`src/hdl/line_sensor_bang_bang_steering_defines.svh`:
```
// Assertion macros for the line sensor steering block.
`ifndef LINE_SENSOR_BANG_BANG_STEERING_DEFINES_SVH
`define LINE_SENSOR_BANG_BANG_STEERING_DEFINES_SVH

// Same-cycle implication, disabled during reset
`define LSBB_ASSERT_NOW(label, clk, rst, ante, cons, msg) \
   label: assert property (@(posedge clk) disable iff (rst) (ante) |-> (cons)) else $error(msg);

// Next-cycle implication, disabled during reset
`define LSBB_ASSERT_NEXT(label, clk, rst, ante, cons, msg) \
   label: assert property (@(posedge clk) disable iff (rst) (ante) |=> (cons)) else $error(msg);

`endif

```
`src/hdl/lsbb_pkg.sv`:
```
// Shared types and constants for the line sensor steering block.
package lsbb_pkg;

   // Field widths
   localparam int SAMPLE_BITS = 10;
   localparam int POWER_BITS  = 8;
   localparam int THRESH_BITS = 11;
   localparam int DIFF_BITS   = 12;
   localparam int SUM_BITS    = 18;

   // Parameter defaults
   localparam int CAL_SAMPLES_DEFAULT = 255;
   localparam int SENSOR_BITS_DEFAULT = 10;

   // Register reset values
   localparam logic [THRESH_BITS-1:0] THRESHOLD_RESET      = 11'd10;
   localparam logic [POWER_BITS-1:0]  STRAIGHT_POWER_RESET = 8'd60;
   localparam logic [POWER_BITS-1:0]  TURN_POWER_RESET     = 8'd80;
   localparam logic [POWER_BITS-1:0]  STOP_POWER_RESET     = 8'd0;

   // Register file port
   localparam int CSR_ADDR_BITS = 4;
   localparam int CSR_DATA_BITS = 32;

   typedef enum logic [1:0] {
      REG_THRESHOLD      = 2'd0,
      REG_STRAIGHT_POWER = 2'd1,
      REG_TURN_POWER     = 2'd2,
      REG_STOP_POWER     = 2'd3
   } reg_index_type;

   // Request kind
   localparam logic MODE_CAL = 1'b0;
   localparam logic MODE_RUN = 1'b1;

   // Division by five of a 14-bit magnitude: (a * 26215) >> 17 is exact
   localparam int SMOOTH_MAG_BITS   = 14;
   localparam int SMOOTH_MAGIC_BITS = 15;
   localparam int SMOOTH_SHIFT      = 17;
   localparam logic [SMOOTH_MAGIC_BITS-1:0] SMOOTH_MAGIC = 15'd26215;

   typedef struct packed {
      logic [THRESH_BITS-1:0] threshold;
      logic [POWER_BITS-1:0]  straight_power;
      logic [POWER_BITS-1:0]  turn_power;
      logic [POWER_BITS-1:0]  stop_power;
   } cfg_type;

   typedef struct packed {
      logic [SAMPLE_BITS-1:0] left;
      logic [SAMPLE_BITS-1:0] right;
   } baseline_type;

endpackage

```
`src/hdl/line_sensor_bang_bang_steering.sv`:
```
// Response path: an accepted request passes the input register, then the result register.
// Throughput: one request per cycle while responses are taken; a request is still taken while one
// response waits and the input register is free.
// Reset: synchronous, active high; clears sums, count, baselines, smoothing state,
// valid flags, and returns the registers to threshold 10, powers 60 / 80 / 0.
// Line sensor bang-bang steering top level.
`include "line_sensor_bang_bang_steering_defines.svh"

module line_sensor_bang_bang_steering #(
   parameter int CAL_SAMPLES = lsbb_pkg::CAL_SAMPLES_DEFAULT,
   parameter int SENSOR_BITS = lsbb_pkg::SENSOR_BITS_DEFAULT
) (
   input  logic                                 clock,
   input  logic                                 reset,
   // Request channel
   input  logic                                 req_tvalid,
   output logic                                 req_tready,
   input  logic [23:0]                          req_tdata,  // left_sample, right_sample, pad
   input  logic                                 req_tuser,  // req_type
   // Response channel
   output logic                                 rsp_tvalid,
   input  logic                                 rsp_tready,
   output logic [39:0]                          rsp_tdata,  // left_power, right_power,
                                                            // difference, smoothed_difference
   output logic                                 rsp_tuser,  // calibration_done
   // Configuration port
   input  logic                                 csr_psel,
   input  logic                                 csr_penable,
   input  logic                                 csr_pwrite,
   input  logic [lsbb_pkg::CSR_ADDR_BITS-1:0]   csr_paddr,
   input  logic [lsbb_pkg::CSR_DATA_BITS-1:0]   csr_pwdata,
   output logic [lsbb_pkg::CSR_DATA_BITS-1:0]   csr_prdata,
   output logic                                 csr_pready
);

   localparam int SB = lsbb_pkg::SAMPLE_BITS;
   localparam logic [SB-1:0] SampleMask =
      (SENSOR_BITS >= SB) ? {SB{1'b1}} : SB'((1 << SENSOR_BITS) - 1);

   lsbb_pkg::cfg_type       cfg;
   lsbb_pkg::baseline_type  baseline;

   logic                    s1_valid_ff, s1_valid_in;
   logic                    s1_mode_ff;
   logic [SB-1:0]           s1_left_ff, s1_right_ff;
   logic                    rsp_valid_ff, rsp_valid_in;
   logic [39:0]             rsp_data_ff;
   logic                    rsp_done_ff;
   logic                    out_free, adv, req_fire, cal_done;

   logic [lsbb_pkg::POWER_BITS-1:0]        left_power, right_power;
   logic signed [lsbb_pkg::DIFF_BITS-1:0]  difference, smoothed_difference;

   // Response fields seen by the checks
   logic [lsbb_pkg::POWER_BITS-1:0]        rsp_left_power, rsp_right_power;
   logic                                   cal_rsp, cal_zero, turning, turn_pair_ok;
   logic                                   stalled_full;

   lsbb_csr u_csr (
      .clock       (clock),
      .reset       (reset),
      .csr_psel    (csr_psel),
      .csr_penable (csr_penable),
      .csr_pwrite  (csr_pwrite),
      .csr_paddr   (csr_paddr),
      .csr_pwdata  (csr_pwdata),
      .csr_prdata  (csr_prdata),
      .csr_pready  (csr_pready),
      .cfg         (cfg)
   );

   // Pipeline handshake
   assign out_free   = !rsp_valid_ff || rsp_tready;
   assign adv        = s1_valid_ff && out_free;
   assign req_tready = !s1_valid_ff || out_free;
   assign req_fire   = req_tvalid && req_tready;

   assign s1_valid_in  = req_fire ? 1'b1 : (adv ? 1'b0 : s1_valid_ff);
   assign rsp_valid_in = out_free ? s1_valid_ff : rsp_valid_ff;

   // Input register
   always_ff @(posedge clock) begin
      if (reset) begin
         s1_valid_ff <= 1'b0;
      end else begin
         s1_valid_ff <= s1_valid_in;
      end
      if (req_fire) begin
         s1_mode_ff  <= req_tuser;
         s1_left_ff  <= req_tdata[SB-1:0] & SampleMask;
         s1_right_ff <= req_tdata[2*SB-1:SB] & SampleMask;
      end
   end

   lsbb_cal #(
      .CAL_SAMPLES (CAL_SAMPLES)
   ) u_cal (
      .clock    (clock),
      .reset    (reset),
      .fire     (adv),
      .mode     (s1_mode_ff),
      .left     (s1_left_ff),
      .right    (s1_right_ff),
      .baseline (baseline),
      .done     (cal_done)
   );

   lsbb_run u_run (
      .clock               (clock),
      .reset               (reset),
      .fire                (adv),
      .mode                (s1_mode_ff),
      .left                (s1_left_ff),
      .right               (s1_right_ff),
      .baseline            (baseline),
      .cfg                 (cfg),
      .left_power          (left_power),
      .right_power         (right_power),
      .difference          (difference),
      .smoothed_difference (smoothed_difference)
   );

   // Result register
   always_ff @(posedge clock) begin
      if (reset) begin
         rsp_valid_ff <= 1'b0;
      end else begin
         rsp_valid_ff <= rsp_valid_in;
      end
      if (adv) begin
         rsp_data_ff <= {smoothed_difference, difference, right_power, left_power};
         rsp_done_ff <= cal_done;
      end
   end

   assign rsp_tvalid = rsp_valid_ff;
   assign rsp_tdata  = rsp_data_ff;
   assign rsp_tuser  = rsp_done_ff;

   // Terms for the checks below
   assign rsp_left_power  = rsp_tdata[7:0];
   assign rsp_right_power = rsp_tdata[15:8];
   assign cal_rsp         = rsp_tvalid && rsp_tuser;
   assign cal_zero        = (rsp_tdata[27:0] == 28'd0);
   assign turning         = rsp_tvalid && (rsp_left_power != rsp_right_power);
   assign turn_pair_ok    =
      ((rsp_left_power == cfg.stop_power) && (rsp_right_power == cfg.turn_power)) ||
      ((rsp_left_power == cfg.turn_power) && (rsp_right_power == cfg.stop_power));
   assign stalled_full    = s1_valid_ff && rsp_tvalid && !rsp_tready;

   // A calibration response carries zero powers and zero difference
   `LSBB_ASSERT_NOW(a_cal_zero, clock, reset, cal_rsp, cal_zero, "calibration response not zero")

   // Unequal powers only ever come as a stop / turn pair
   `LSBB_ASSERT_NOW(a_turn_pair, clock, reset, turning, turn_pair_ok, "turn powers mismatch")

   // A full pipeline with a stalled response takes no new request
   `LSBB_ASSERT_NOW(a_full_stall, clock, reset, stalled_full, !req_tready, "accepted while full")

   // An advancing item always shows up as a valid response next cycle
   `LSBB_ASSERT_NEXT(a_adv_out, clock, reset, adv, rsp_tvalid, "advanced item lost")

endmodule

```
`src/hdl/lsbb_csr.sv`:
```
// Configuration registers with an APB-style access port.
module lsbb_csr (
   input  logic                                 clock,
   input  logic                                 reset,
   input  logic                                 csr_psel,
   input  logic                                 csr_penable,
   input  logic                                 csr_pwrite,
   input  logic [lsbb_pkg::CSR_ADDR_BITS-1:0]   csr_paddr,
   input  logic [lsbb_pkg::CSR_DATA_BITS-1:0]   csr_pwdata,
   output logic [lsbb_pkg::CSR_DATA_BITS-1:0]   csr_prdata,
   output logic                                 csr_pready,
   output lsbb_pkg::cfg_type                    cfg
);

   lsbb_pkg::cfg_type       cfg_ff, cfg_in;
   lsbb_pkg::reg_index_type index;
   logic                    wr_en;

   assign csr_pready = 1'b1;
   assign index      = lsbb_pkg::reg_index_type'(csr_paddr[3:2]);
   assign wr_en      = csr_psel & csr_penable & csr_pwrite & csr_pready;

   // Register write decode
   always_comb begin
      cfg_in = cfg_ff;
      if (wr_en) begin
         unique case (index)
            lsbb_pkg::REG_THRESHOLD:
               cfg_in.threshold = csr_pwdata[lsbb_pkg::THRESH_BITS-1:0];
            lsbb_pkg::REG_STRAIGHT_POWER:
               cfg_in.straight_power = csr_pwdata[lsbb_pkg::POWER_BITS-1:0];
            lsbb_pkg::REG_TURN_POWER:
               cfg_in.turn_power = csr_pwdata[lsbb_pkg::POWER_BITS-1:0];
            lsbb_pkg::REG_STOP_POWER:
               cfg_in.stop_power = csr_pwdata[lsbb_pkg::POWER_BITS-1:0];
            default: cfg_in = cfg_ff;
         endcase
      end
   end

   always_ff @(posedge clock) begin
      if (reset) begin
         cfg_ff.threshold      <= lsbb_pkg::THRESHOLD_RESET;
         cfg_ff.straight_power <= lsbb_pkg::STRAIGHT_POWER_RESET;
         cfg_ff.turn_power     <= lsbb_pkg::TURN_POWER_RESET;
         cfg_ff.stop_power     <= lsbb_pkg::STOP_POWER_RESET;
      end else begin
         cfg_ff <= cfg_in;
      end
   end

   // Read mux
   always_comb begin
      unique case (index)
         lsbb_pkg::REG_THRESHOLD:
            csr_prdata = lsbb_pkg::CSR_DATA_BITS'(cfg_ff.threshold);
         lsbb_pkg::REG_STRAIGHT_POWER:
            csr_prdata = lsbb_pkg::CSR_DATA_BITS'(cfg_ff.straight_power);
         lsbb_pkg::REG_TURN_POWER:
            csr_prdata = lsbb_pkg::CSR_DATA_BITS'(cfg_ff.turn_power);
         lsbb_pkg::REG_STOP_POWER:
            csr_prdata = lsbb_pkg::CSR_DATA_BITS'(cfg_ff.stop_power);
         default: csr_prdata = '0;
      endcase
   end

   assign cfg = cfg_ff;

endmodule

```
`src/hdl/lsbb_cal.sv`:
```
// Calibration accumulators, sample counter and sensor baselines.
module lsbb_cal #(
   parameter int CAL_SAMPLES = lsbb_pkg::CAL_SAMPLES_DEFAULT
) (
   input  logic                               clock,
   input  logic                               reset,
   input  logic                               fire,
   input  logic                               mode,
   input  logic [lsbb_pkg::SAMPLE_BITS-1:0]   left,
   input  logic [lsbb_pkg::SAMPLE_BITS-1:0]   right,
   output lsbb_pkg::baseline_type             baseline,
   output logic                               done
);

   localparam int CountBits = $clog2(CAL_SAMPLES + 1);
   // Reciprocal multiply: exact floor(sum / CAL_SAMPLES) for any sum below 2^SUM_BITS
   localparam int DivShift = lsbb_pkg::SUM_BITS + CountBits;
   localparam int MagicBits = DivShift + 1;
   localparam longint DivMagic =
      ((64'd1 << DivShift) + longint'(CAL_SAMPLES) - 64'd1) / longint'(CAL_SAMPLES);
   localparam int ProdBits = lsbb_pkg::SUM_BITS + MagicBits;

   logic [lsbb_pkg::SUM_BITS-1:0] sum_left_ff, sum_left_in, sum_right_ff, sum_right_in;
   logic [lsbb_pkg::SUM_BITS-1:0] sum_left_nxt, sum_right_nxt;
   logic [CountBits-1:0]          count_ff, count_in, count_plus;
   lsbb_pkg::baseline_type        baseline_ff, baseline_in;
   logic [MagicBits-1:0]          magic;
   logic [ProdBits-1:0]           prod_left, prod_right;
   logic                          cal_fire;

   assign magic    = MagicBits'(DivMagic);
   assign cal_fire = fire & (mode == lsbb_pkg::MODE_CAL);

   // Accumulate and count
   assign sum_left_nxt  = sum_left_ff + lsbb_pkg::SUM_BITS'(left);
   assign sum_right_nxt = sum_right_ff + lsbb_pkg::SUM_BITS'(right);
   assign count_plus    = count_ff + CountBits'(1);
   assign done = (mode == lsbb_pkg::MODE_CAL) && (count_plus >= CountBits'(CAL_SAMPLES));

   // Average of the completed round
   assign prod_left  = ProdBits'(sum_left_nxt) * ProdBits'(magic);
   assign prod_right = ProdBits'(sum_right_nxt) * ProdBits'(magic);

   always_comb begin
      sum_left_in  = sum_left_ff;
      sum_right_in = sum_right_ff;
      count_in     = count_ff;
      baseline_in  = baseline_ff;
      if (cal_fire) begin
         if (done) begin
            sum_left_in        = '0;
            sum_right_in       = '0;
            count_in           = '0;
            baseline_in.left   = prod_left[DivShift +: lsbb_pkg::SAMPLE_BITS];
            baseline_in.right  = prod_right[DivShift +: lsbb_pkg::SAMPLE_BITS];
         end else begin
            sum_left_in  = sum_left_nxt;
            sum_right_in = sum_right_nxt;
            count_in     = count_plus;
         end
      end
   end

   always_ff @(posedge clock) begin
      if (reset) begin
         sum_left_ff  <= '0;
         sum_right_ff <= '0;
         count_ff     <= '0;
         baseline_ff  <= '0;
      end else begin
         sum_left_ff  <= sum_left_in;
         sum_right_ff <= sum_right_in;
         count_ff     <= count_in;
         baseline_ff  <= baseline_in;
      end
   end

   assign baseline = baseline_ff;

endmodule

```
`src/hdl/lsbb_run.sv`:
```
// Run mode: normalized difference, smoothing filter and bang-bang steering.
module lsbb_run (
   input  logic                                      clock,
   input  logic                                      reset,
   input  logic                                      fire,
   input  logic                                      mode,
   input  logic [lsbb_pkg::SAMPLE_BITS-1:0]          left,
   input  logic [lsbb_pkg::SAMPLE_BITS-1:0]          right,
   input  lsbb_pkg::baseline_type                    baseline,
   input  lsbb_pkg::cfg_type                         cfg,
   output logic [lsbb_pkg::POWER_BITS-1:0]           left_power,
   output logic [lsbb_pkg::POWER_BITS-1:0]           right_power,
   output logic signed [lsbb_pkg::DIFF_BITS-1:0]     difference,
   output logic signed [lsbb_pkg::DIFF_BITS-1:0]     smoothed_difference
);

   localparam int NumBits  = lsbb_pkg::SMOOTH_MAG_BITS + 1;
   localparam int CmpBits  = lsbb_pkg::DIFF_BITS + 1;
   localparam int ProdBits = lsbb_pkg::SMOOTH_MAG_BITS + lsbb_pkg::SMOOTH_MAGIC_BITS;

   logic signed [lsbb_pkg::DIFF_BITS-1:0]   smooth_ff, smooth_in, smooth_new, diff;
   logic signed [NumBits-1:0]               num;
   logic [lsbb_pkg::SMOOTH_MAG_BITS-1:0]    num_mag;
   logic [ProdBits-1:0]                     prod;
   logic [lsbb_pkg::DIFF_BITS-1:0]          quot;
   logic signed [CmpBits-1:0]               diff_x, thr_pos, thr_neg;
   logic                                    is_run;

   assign is_run = (mode == lsbb_pkg::MODE_RUN);

   // (left - base_left) - (right - base_right)
   assign diff = $signed(lsbb_pkg::DIFF_BITS'(left)) - $signed(lsbb_pkg::DIFF_BITS'(baseline.left))
               - $signed(lsbb_pkg::DIFF_BITS'(right))
               + $signed(lsbb_pkg::DIFF_BITS'(baseline.right));

   // (3*old + 2*new) / 5 toward zero, via magnitude and reciprocal multiply
   assign num = NumBits'(smooth_ff) * $signed(NumBits'(3)) + NumBits'(diff) * $signed(NumBits'(2));
   assign num_mag = num[NumBits-1] ? lsbb_pkg::SMOOTH_MAG_BITS'(-num)
                                   : lsbb_pkg::SMOOTH_MAG_BITS'(num);
   assign prod = ProdBits'(num_mag) * ProdBits'(lsbb_pkg::SMOOTH_MAGIC);
   assign quot = lsbb_pkg::DIFF_BITS'(prod >> lsbb_pkg::SMOOTH_SHIFT);
   assign smooth_new = num[NumBits-1] ? -$signed(quot) : $signed(quot);

   assign smooth_in = (fire && is_run) ? smooth_new : smooth_ff;

   always_ff @(posedge clock) begin
      if (reset) begin
         smooth_ff <= '0;
      end else begin
         smooth_ff <= smooth_in;
      end
   end

   // Dead band compare
   assign diff_x  = CmpBits'(diff);
   assign thr_pos = $signed(CmpBits'(cfg.threshold));
   assign thr_neg = -thr_pos;

   always_comb begin
      left_power  = '0;
      right_power = '0;
      if (is_run) begin
         priority if (diff_x < thr_neg) begin
            left_power  = cfg.stop_power;
            right_power = cfg.turn_power;
         end else if (diff_x > thr_pos) begin
            left_power  = cfg.turn_power;
            right_power = cfg.stop_power;
         end else begin
            left_power  = cfg.straight_power;
            right_power = cfg.straight_power;
         end
      end
   end

   assign difference          = is_run ? diff : '0;
   assign smoothed_difference = is_run ? smooth_new : smooth_ff;

endmodule

```
`config.mk`:
```
export PLATFORM = sky130hd
export DESIGN_NAME = line_sensor_bang_bang_steering
export DESIGN_NICKNAME = d
export VERILOG_FILES = /design/src/hdl/lsbb_pkg.sv /design/src/hdl/line_sensor_bang_bang_steering.sv /design/src/hdl/lsbb_csr.sv /design/src/hdl/lsbb_cal.sv /design/src/hdl/lsbb_run.sv
export VERILOG_INCLUDE_DIRS = /design/src /design/src/hdl
export SDC_FILE = /design/constraint.sdc
export NUM_CORES = 1
export LEC_CHECK = 0
export BUFFER_PORTS_ARGS = -buffer_cell sky130_fd_sc_hd__buf_2
export CORE_AREA = 2 2 205 207
export CTS_CLUSTER_SIZE = 40
export DETAILED_ROUTE_END_ITERATION = 16
export DIE_AREA = 0 0 207 209
export PLACE_DENSITY_LB_ADDON = 0.15
export SLEW_MARGIN = 0
export SYNTH_ARGS = -nofsm -noshare
export SYNTH_HDL_FRONTEND = slang
export SYNTH_SLANG_ARGS = --single-unit
```
`constraint.sdc`:
```
create_clock -name clock -period 15.05 [get_ports clock]
set_input_delay 2.2575 -clock clock [delete_from_list [all_inputs] [get_ports clock]]
set_output_delay 2.2575 -clock clock [all_outputs]
set_load 0.02 [all_outputs]
```
==> key figures, run 1 <==
Critical path
  • CP Launch Type: flop
  • CP endpoint kind: flop
  • Top delay family on crit path: adder cells
  • CP Data Arrival Time: 13.91 ns
  • Max stage delay on crit path: 0.70 ns
  • Worst-path maximum fanout: 8
  • Crit-path slowest cell: o21ai_0
  • WP data required: 15.25 ns
  • WP buf/inv: 9
  • Critical path class: flop to flop
  • Most Frequent Cell on Critical Path: inv_1

Detailed routing
  • Vias/cell: 5.39
  • Avg WL per Cell: 16.4 um
  • DRC: 0
  • Antenna-violating nets left: 0
  • Pre-antenna DRT Iters: 7
  • Iter 0 DRT Violations: 701
  • Total number of vias: 14898
  • Final WL: 45.3 mm

Timing
  • RSZ-0062 raised after global routing: false
  • Slew margin rel.: 19.8%
  • Setup Skew: 0.0144 ns
  • Setup TNS: 0 ns
  • Tcrit/Tclk final: 91.1%
  • Final hold violation count: 0
  • Slew @ Worst Pin: 1.20 ns
  • Minimum clock period: 13.71 ns
  • Highest clock rate: 0.0729 GHz
  • Final Slew Violations: 0
  • Final setup vio count: 0

Synth
  • Cells after Synth: 2144
  • Sequential area share after synthesis: 21.1%
  • Mapped Area: 0.0195 mm^2
  • Synth unique cells: 81
  • Top_reg_cell synth: dfxtp_1
  • #FFs+latches synth: 175
  • Yosys warnings: 0
  • Number of enable flip-flop cells after synthesis: 62
  • Mean post-synth cell area: 9.10 um^2
  • Ys async rst share: 0%

Cells and area
  • Final Net Count: 2777
  • Commonest non-fill, non-tap cell in the layout: ha_1
  • P&R area growth vs syn: 7.90%
  • Layout cells sized above 1: 8.23%
  • Fin util: 51.0%
  • Most frequent cells in the layout: ha_1 (389), inv_1 (315), nor2_1 (167)

Placement
  • Buffers on Ports: 94
  • Post-DP HPWL: 36.7 mm
  • Routability cong.: 0.904

Clock network
  • Post-cts resize count: 0
  • Number of setup buffers added after CTS: 0
  • Root Buffer: clkbuf_16
  • # hold bufs at CTS: 0
  • Bufs on Longest Clock Path: 2
  • H-tree levels: 4
  • Clk pin slew, worst setup/hold paths: 0.08 ns
  • TritonCTS buffer count: 17
  • Clock Latency Late Sink: 0.45 ns
  • CTS tree: done
  • Sink Count: 175

Global route
  • Largest net degree at the start of global routing: 80
  • Total track usage: 21.4%
  • GRT overflow: 0
  • Vias in the first global route: 14796
  • First-pass GRT wire length: 75.6 mm
  • Initial antenna violation count: 0

Status
  • Status: complete, no violations

Floorplan
  • Starting Density: 47.2%
  • Die Ht: 209 um
  • Full die area: 0.0433 mm^2
  • Core box area: 0.0413 mm^2
  • Die width: 207 um
  • IO Count: 144
  • Row Count: 75

Min path
  • Worst min-delay path class: flop to flop

Flow run
  • Max-cap violations: 0
[synth_stat cells, types with 8 or more instances]
library cell / instances / share of area [%]
mux4_2: 8 / 0.92
nand4_1: 13 / 0.42
a22oi_1: 21 / 0.81
nand3_1: 46 / 1.2
a211oi_1: 29 / 1.1
inv_1: 316 / 6.1
and2_1: 21 / 0.67
a21o_1: 36 / 1.4
o21ai_0: 61 / 1.6
nor2b_1: 22 / 0.71
fa_1: 110 / 11
and3_1: 19 / 0.61
a21oi_1: 131 / 3.4
buf_4: 22 / 0.85
dfxtp_1: 113 / 12
nor3_1: 38 / 0.97
a31oi_1: 17 / 0.55
nor2_1: 168 / 3.2
nand2b_1: 10 / 0.32
o21bai_1: 18 / 0.69
o31ai_1: 9 / 0.35
mux2i_1: 41 / 2.1
edfxtp_1: 62 / 9.5
o21a_1: 15 / 0.58
xor2_1: 39 / 1.8
nand2_1: 118 / 2.3
xnor2_1: 73 / 3.3
or3_1: 14 / 0.45
ha_1: 389 / 25
clkbuf_1: 49 / 0.94
[area by class of cell]
class                      count  area (um^2)
inverter                     316         1190
clock buffer                  20          457
sequential                   175         4120
tap                          539          674
antenna                        1         2.50
timing repair buffer         107          571
multi-input combinational   1593        13900
fill                        3912        20200
clock inverter                12          143
[path summary, 6_finish.rpt]
| kind | end | depth (start not counted) | start | slack (ns) |
|---|---|---|---|---|
| max | rsp_tdata[36] | 49 | s1_left_ff[0] | 1.34 |
| min | u_cal.baseline[12] | 2 | u_cal.baseline[12] | 0.45 |
| max reg2reg | rsp_tdata[36] | 49 | s1_left_ff[0] | 1.34 |
| min reg2reg | u_cal.baseline[12] | 2 | u_cal.baseline[12] | 0.45 |
[per-stage QoR]
stage,std cells,setup WS [ns],hold slack (ns),instance area [um^2]
finish,2763,1.34,0.455,21100
global route,2762,0.432,0.476,21000
CTS,2762,1.38,0.456,21000
detailed placement,2730,1.42,0.446,20400
global placement,2730,1.55,0.443,20400
floorplan,2164,2.81,0.432,19600
[registers in the layout, indices dropped and copies added, names as in the netlist]
register            count
u_cal.sum_right_ff     18
s1_right_ff            10
u_run.smooth_ff        12
rsp_tvalid              1
s1_valid_ff             1
u_csr.cfg              35
u_cal.count_ff          8
rsp_tuser               1
s1_mode_ff              1
s1_left_ff             10
u_cal.baseline         20
u_cal.sum_left_ff      18
rsp_tdata              40
[kinds of logic (layout without fill, tap and decap cells)]
kind of cell	after synthesis	in the layout	share of synthesized area, %
AOI/OAI and AO/OA	402	402	13.9
xor gates and xnor gates	112	112	5.03
adders and majority gates	499	499	36.2
buffers and inverters	396	455	8.06
DFF	175	175	21.1
muxes	50	50	3.08
other	2	23	0.0385
and+or+nand+nor	508	508	12.5
[metal layers]
layer | wire [um] | global-route usage (%) | up-vias
met5 | 0 | 0 | -
met2 | 21200 | 35.6 | 254
met4 | 679 | 4.73 | 0
met3 | 1620 | 2.28 | 38
li1 | - | - | 7494
met1 | 21800 | 30.0 | 7112
[worst reg2reg max path: cells and delay by family, from the launching register on]
kind	cells	cell delay [ns]
buffers and inverters	9	0.72
AND/OR/NAND/NOR	6	1.46
XOR/XNOR	3	1.19
AO/OA/AOI/OAI	17	3.96
adder cells (fa/ha/maj)	13	5.48
multiplexers	1	0.28
flip-flops	1	0.40
Power of run 1 is not shown: default switching activity piles up to over one toggle a cycle in this logic, so the estimate is an artifact.
==> inputs of run 2 (changes only) <==
--- a/config.mk
+++ b/config.mk
@@ -6,11 +6,13 @@
 export SDC_FILE = /design/constraint.sdc
 export NUM_CORES = 1
 export LEC_CHECK = 0
+export ABC_AREA = 1
 export BUFFER_PORTS_ARGS = -buffer_cell sky130_fd_sc_hd__buf_2
-export CORE_AREA = 2 2 205 207
+export CORE_AREA = 2 2 208 210
 export CTS_CLUSTER_SIZE = 40
 export DETAILED_ROUTE_END_ITERATION = 16
-export DIE_AREA = 0 0 207 209
+export DIE_AREA = 0 0 210 212
+export MAX_ROUTING_LAYER = met4
 export PLACE_DENSITY_LB_ADDON = 0.15
 export SLEW_MARGIN = 0
 export SYNTH_ARGS = -nofsm -noshare
==> run 2 against run 1 <==
Against the previous run:
- critical path depth up 9
- final cell count up 15%
- synthesized cell count up 19%
- synthesized area up 2.8%
- first-iteration DRC count up 27%
- global-route usage up 1.8 points
- worst hold slack better by 0.014 ns
- worst setup slack better by 0.72 ns
- critical path type unchanged
- critical endpoint is now rsp_tdata[38]
==> key figures, run 2 <==
Status
  • Status: complete, no violations (unchanged)

Critical path
  • Crit-path slowest cell: fa_1 (was o21ai_0)
  • Reg2reg start: s1_left_ff[0] (unchanged)
  • Worst-path maximum fanout: 22 (was 8)
  • WP data required: 15.23 ns (was 15.25 ns)
  • Most Frequent Cell on Critical Path: inv_1 (unchanged)
  • Critical path class: flop to flop (unchanged)
  • Reg2reg setup slack: 2.06 ns (was 1.34 ns)
  • CP endpoint kind: flop (unchanged)
  • Worst-case reg-to-reg path depth: 58 (was 49)
  • CP Launch Type: flop (unchanged)
  • Max stage delay on crit path: 0.56 ns (was 0.70 ns)
  • CP Data Arrival Time: 13.17 ns (was 13.91 ns)
  • R2R Path End: rsp_tdata[38] (was rsp_tdata[36])

Cells and area
  • Final Net Count: 3194 (was 2777)
  • Layout cells sized above 1: 7.01% (was 8.23%)
  • Most frequent cells in the layout: inv_1 (499), nand2_1 (429), ha_1 (389) (was ha_1 (389), inv_1 (315), nor2_1 (167))
  • P&R area growth vs syn: 7.89% (was 7.90%)
  • Fillcell total: 4189 (was 3912)
  • Fin util: 50.9% (was 51.0%)
  • Antenna cells: 0 (was 1)
  • Commonest non-fill, non-tap cell in the layout: inv_1 (was ha_1)
  • Number of flip-flops in the largest register: 40 (unchanged)

Synth
  • #FFs+latches synth: 175 (unchanged)
  • Mapped Area: 0.0200 mm^2 (was 0.0195 mm^2)
  • List of most frequent post-synthesis cells: inv_1 (500), nand2_1 (429), ha_1 (389) (was ha_1 (389), inv_1 (316), nor2_1 (168))
  • Top_reg_cell synth: dfxtp_1 (unchanged)
  • Cells after Synth: 2549 (was 2144)
  • Sequential area share after synthesis: 20.6% (was 21.1%)
  • Most frequent cell after synthesis: inv_1 (was ha_1)
  • Top post-synthesis cells by area: ha_1 (24%), dfxtp_1 (11%), fa_1 (11%), inv_1 (9.4%), edfxtp_1 (9.3%) (was ha_1 (25%), dfxtp_1 (12%), fa_1 (11%), edfxtp_1 (9.5%), inv_1 (6.1%))
  • Synth unique cells: 60 (was 81)
  • Area leader, netlist: ha_1 (unchanged)
  • Number of enable flip-flop cells after synthesis: 62 (unchanged)
  • Synth top area share: 24.3% (was 24.9%)
  • Yosys warnings: 0 (unchanged)
  • Ys async rst share: 0% (unchanged)
  • Mean post-synth cell area: 7.87 um^2 (was 9.10 um^2)

Timing
  • Slew margin rel.: 20.3% (was 19.8%)
  • Tcrit/Tclk final: 86.3% (was 91.1%)
  • Hold slack: 0.468 ns (was 0.455 ns)
  • Setup Skew: 0.0108 ns (was 0.0144 ns)
  • Minimum clock period: 12.99 ns (was 13.71 ns)
  • Final setup vio count: 0 (unchanged)
  • Slew @ Worst Pin: 1.19 ns (was 1.20 ns)
  • RSZ-0062 raised after global routing: false (unchanged)
  • Setup TNS: 0 ns (unchanged)
  • Highest clock rate: 0.0770 GHz (was 0.0729 GHz)
  • Final Slew Violations: 0 (unchanged)
  • Final hold violation count: 0 (unchanged)

Floorplan
  • Die width: 210 um (was 207 um)
  • Core box area: 0.0425 mm^2 (was 0.0413 mm^2)
  • Starting Density: 47.2% (about the same)
  • Row Count: 76 (was 75)
  • IO Count: 144 (unchanged)
  • Die Ht: 212 um (was 209 um)
  • Full die area: 0.0445 mm^2 (was 0.0433 mm^2)

Detailed routing
  • Final WL: 48.8 mm (was 45.3 mm)
  • Antenna-violating nets left: 0 (unchanged)
  • Total number of vias: 16523 (was 14898)
  • Pre-antenna DRT Iters: 5 (was 7)
  • Iter 0 DRT Violations: 889 (was 701)
  • DRC: 0 (unchanged)
  • Vias/cell: 5.19 (was 5.39)
  • Avg WL per Cell: 15.3 um (was 16.4 um)

Clock network
  • Clk pin slew, worst setup/hold paths: 0.08 ns (about the same)
  • Root Buffer: clkbuf_16 (unchanged)
  • Post-cts resize count: 0 (unchanged)
  • Clock Latency Late Sink: 0.46 ns (was 0.45 ns)
  • Bufs on Longest Clock Path: 2 (unchanged)
  • Sink Count: 175 (unchanged)
  • TritonCTS buffer count: 17 (unchanged)
  • CTS tree: done (unchanged)
  • # hold bufs at CTS: 0 (unchanged)
  • H-tree levels: 4 (unchanged)
  • Number of setup buffers added after CTS: 0 (unchanged)

Min path
  • Hold Path Cell Cnt: 2 (unchanged)
  • Hold endpoint: u_cal.baseline[18] (was u_cal.baseline[12])
  • Worst min-delay path class: flop to flop (unchanged)
  • Hold path start: u_cal.baseline[18] (was u_cal.baseline[12])

Global route
  • GRT overflow: 0 (unchanged)
  • Largest net degree at the start of global routing: 63 (was 80)
  • Total track usage: 23.2% (was 21.4%)
  • Initial antenna violation count: 0 (unchanged)
  • Vias in the first global route: 16312 (was 14796)
  • First-pass GRT wire length: 80.2 mm (was 75.6 mm)

Flow run
  • Max-cap violations: 0 (unchanged)

Placement
  • Post-DP HPWL: 40.6 mm (was 36.7 mm)
  • Routability cong.: 0.906 (was 0.904)
  • Buffers on Ports: 94 (unchanged)
[run 2: cell types whose count changed after synthesis, sizes merged, moves of 53 or more]
cell,previous run,this run
a21oi,131,216
inv,316,503
nand2,118,447
nand3,46,99
o21ai,62,138
xnor2,73,15
[run 2: worst max-delay path by stage]
stage / end / startpoint / cells past startpoint / slack, ns
4_1_cts: rsp_tdata[38] / s1_left_ff[0] / 58 / 2.15
2_1_floorplan: rsp_tdata[37] / s1_left_ff[0] / 63 / 4.08
3_3_place_gp: rsp_tdata[38] / s1_left_ff[0] / 58 / 2.35
3_5_place_dp: rsp_tdata[38] / s1_left_ff[0] / 58 / 2.20
6_report: rsp_tdata[38] / s1_left_ff[0] / 58 / 2.06
5_1_grt: rsp_tdata[38] / s1_left_ff[0] / 58 / 1.14
[run 2: area by class of cell]
| cell class | count | area [um^2] | area share [%] |
|---|---|---|---|
| clock buffers | 19 | 453 | 2.09 |
| clock inverters | 13 | 151 | 0.700 |
| inverters | 504 | 1890 | 8.75 |
| multi-input cells | 1828 | 13800 | 63.8 |
| flip-flops and latches | 175 | 4120 | 19.1 |
| well taps | 546 | 683 | 3.16 |
| repair buffers | 101 | 531 | 2.45 |
[run 2: kinds of logic after synthesis]
| logic type | after synthesis | synth area share [%] |
|---|---|---|
| and+or+nand+nor | 770 | 16.6 |
| buffers and inverters | 566 | 11.0 |
| adders and majority gates | 499 | 35.3 |
| AOI/OAI and AO/OA | 452 | 12.7 |
| DFF | 175 | 20.6 |
| xor gates and xnor gates | 85 | 3.79 |
| other | 2 | 0.0375 |
[run 2: worst max-delay path, delay by kind of cell (launching register included)]
family	cells	cell delay [ns]
DFF	1	0.42
AOI/OAI and AO/OA	14	2.30
buffers and inverters	11	1.38
and+or+nand+nor	18	1.81
xor gates and xnor gates	2	1.09
adders and majority gates	13	5.70
[run 2: through the flow]
stage	setup slack, ns	std cells	instance area, um^2
3_5_place_dp	2.20	3153	21000
6_report	2.06	3186	21600
5_1_grt	1.14	3186	21600
3_3_place_gp	2.35	3153	21000
4_1_cts	2.15	3185	21600
2_1_floorplan	4.08	2569	20100
[run 2: layer usage]
metal	part of all wire, %	GRT usage (%)	wire length [um]
met5	0	-	0
met4	1.8	5.60	880
met3	3.1	2.97	1530
met2	47	38.9	23100
met1	48	30.0	23300
Power of run 2 is left out for the same reason.
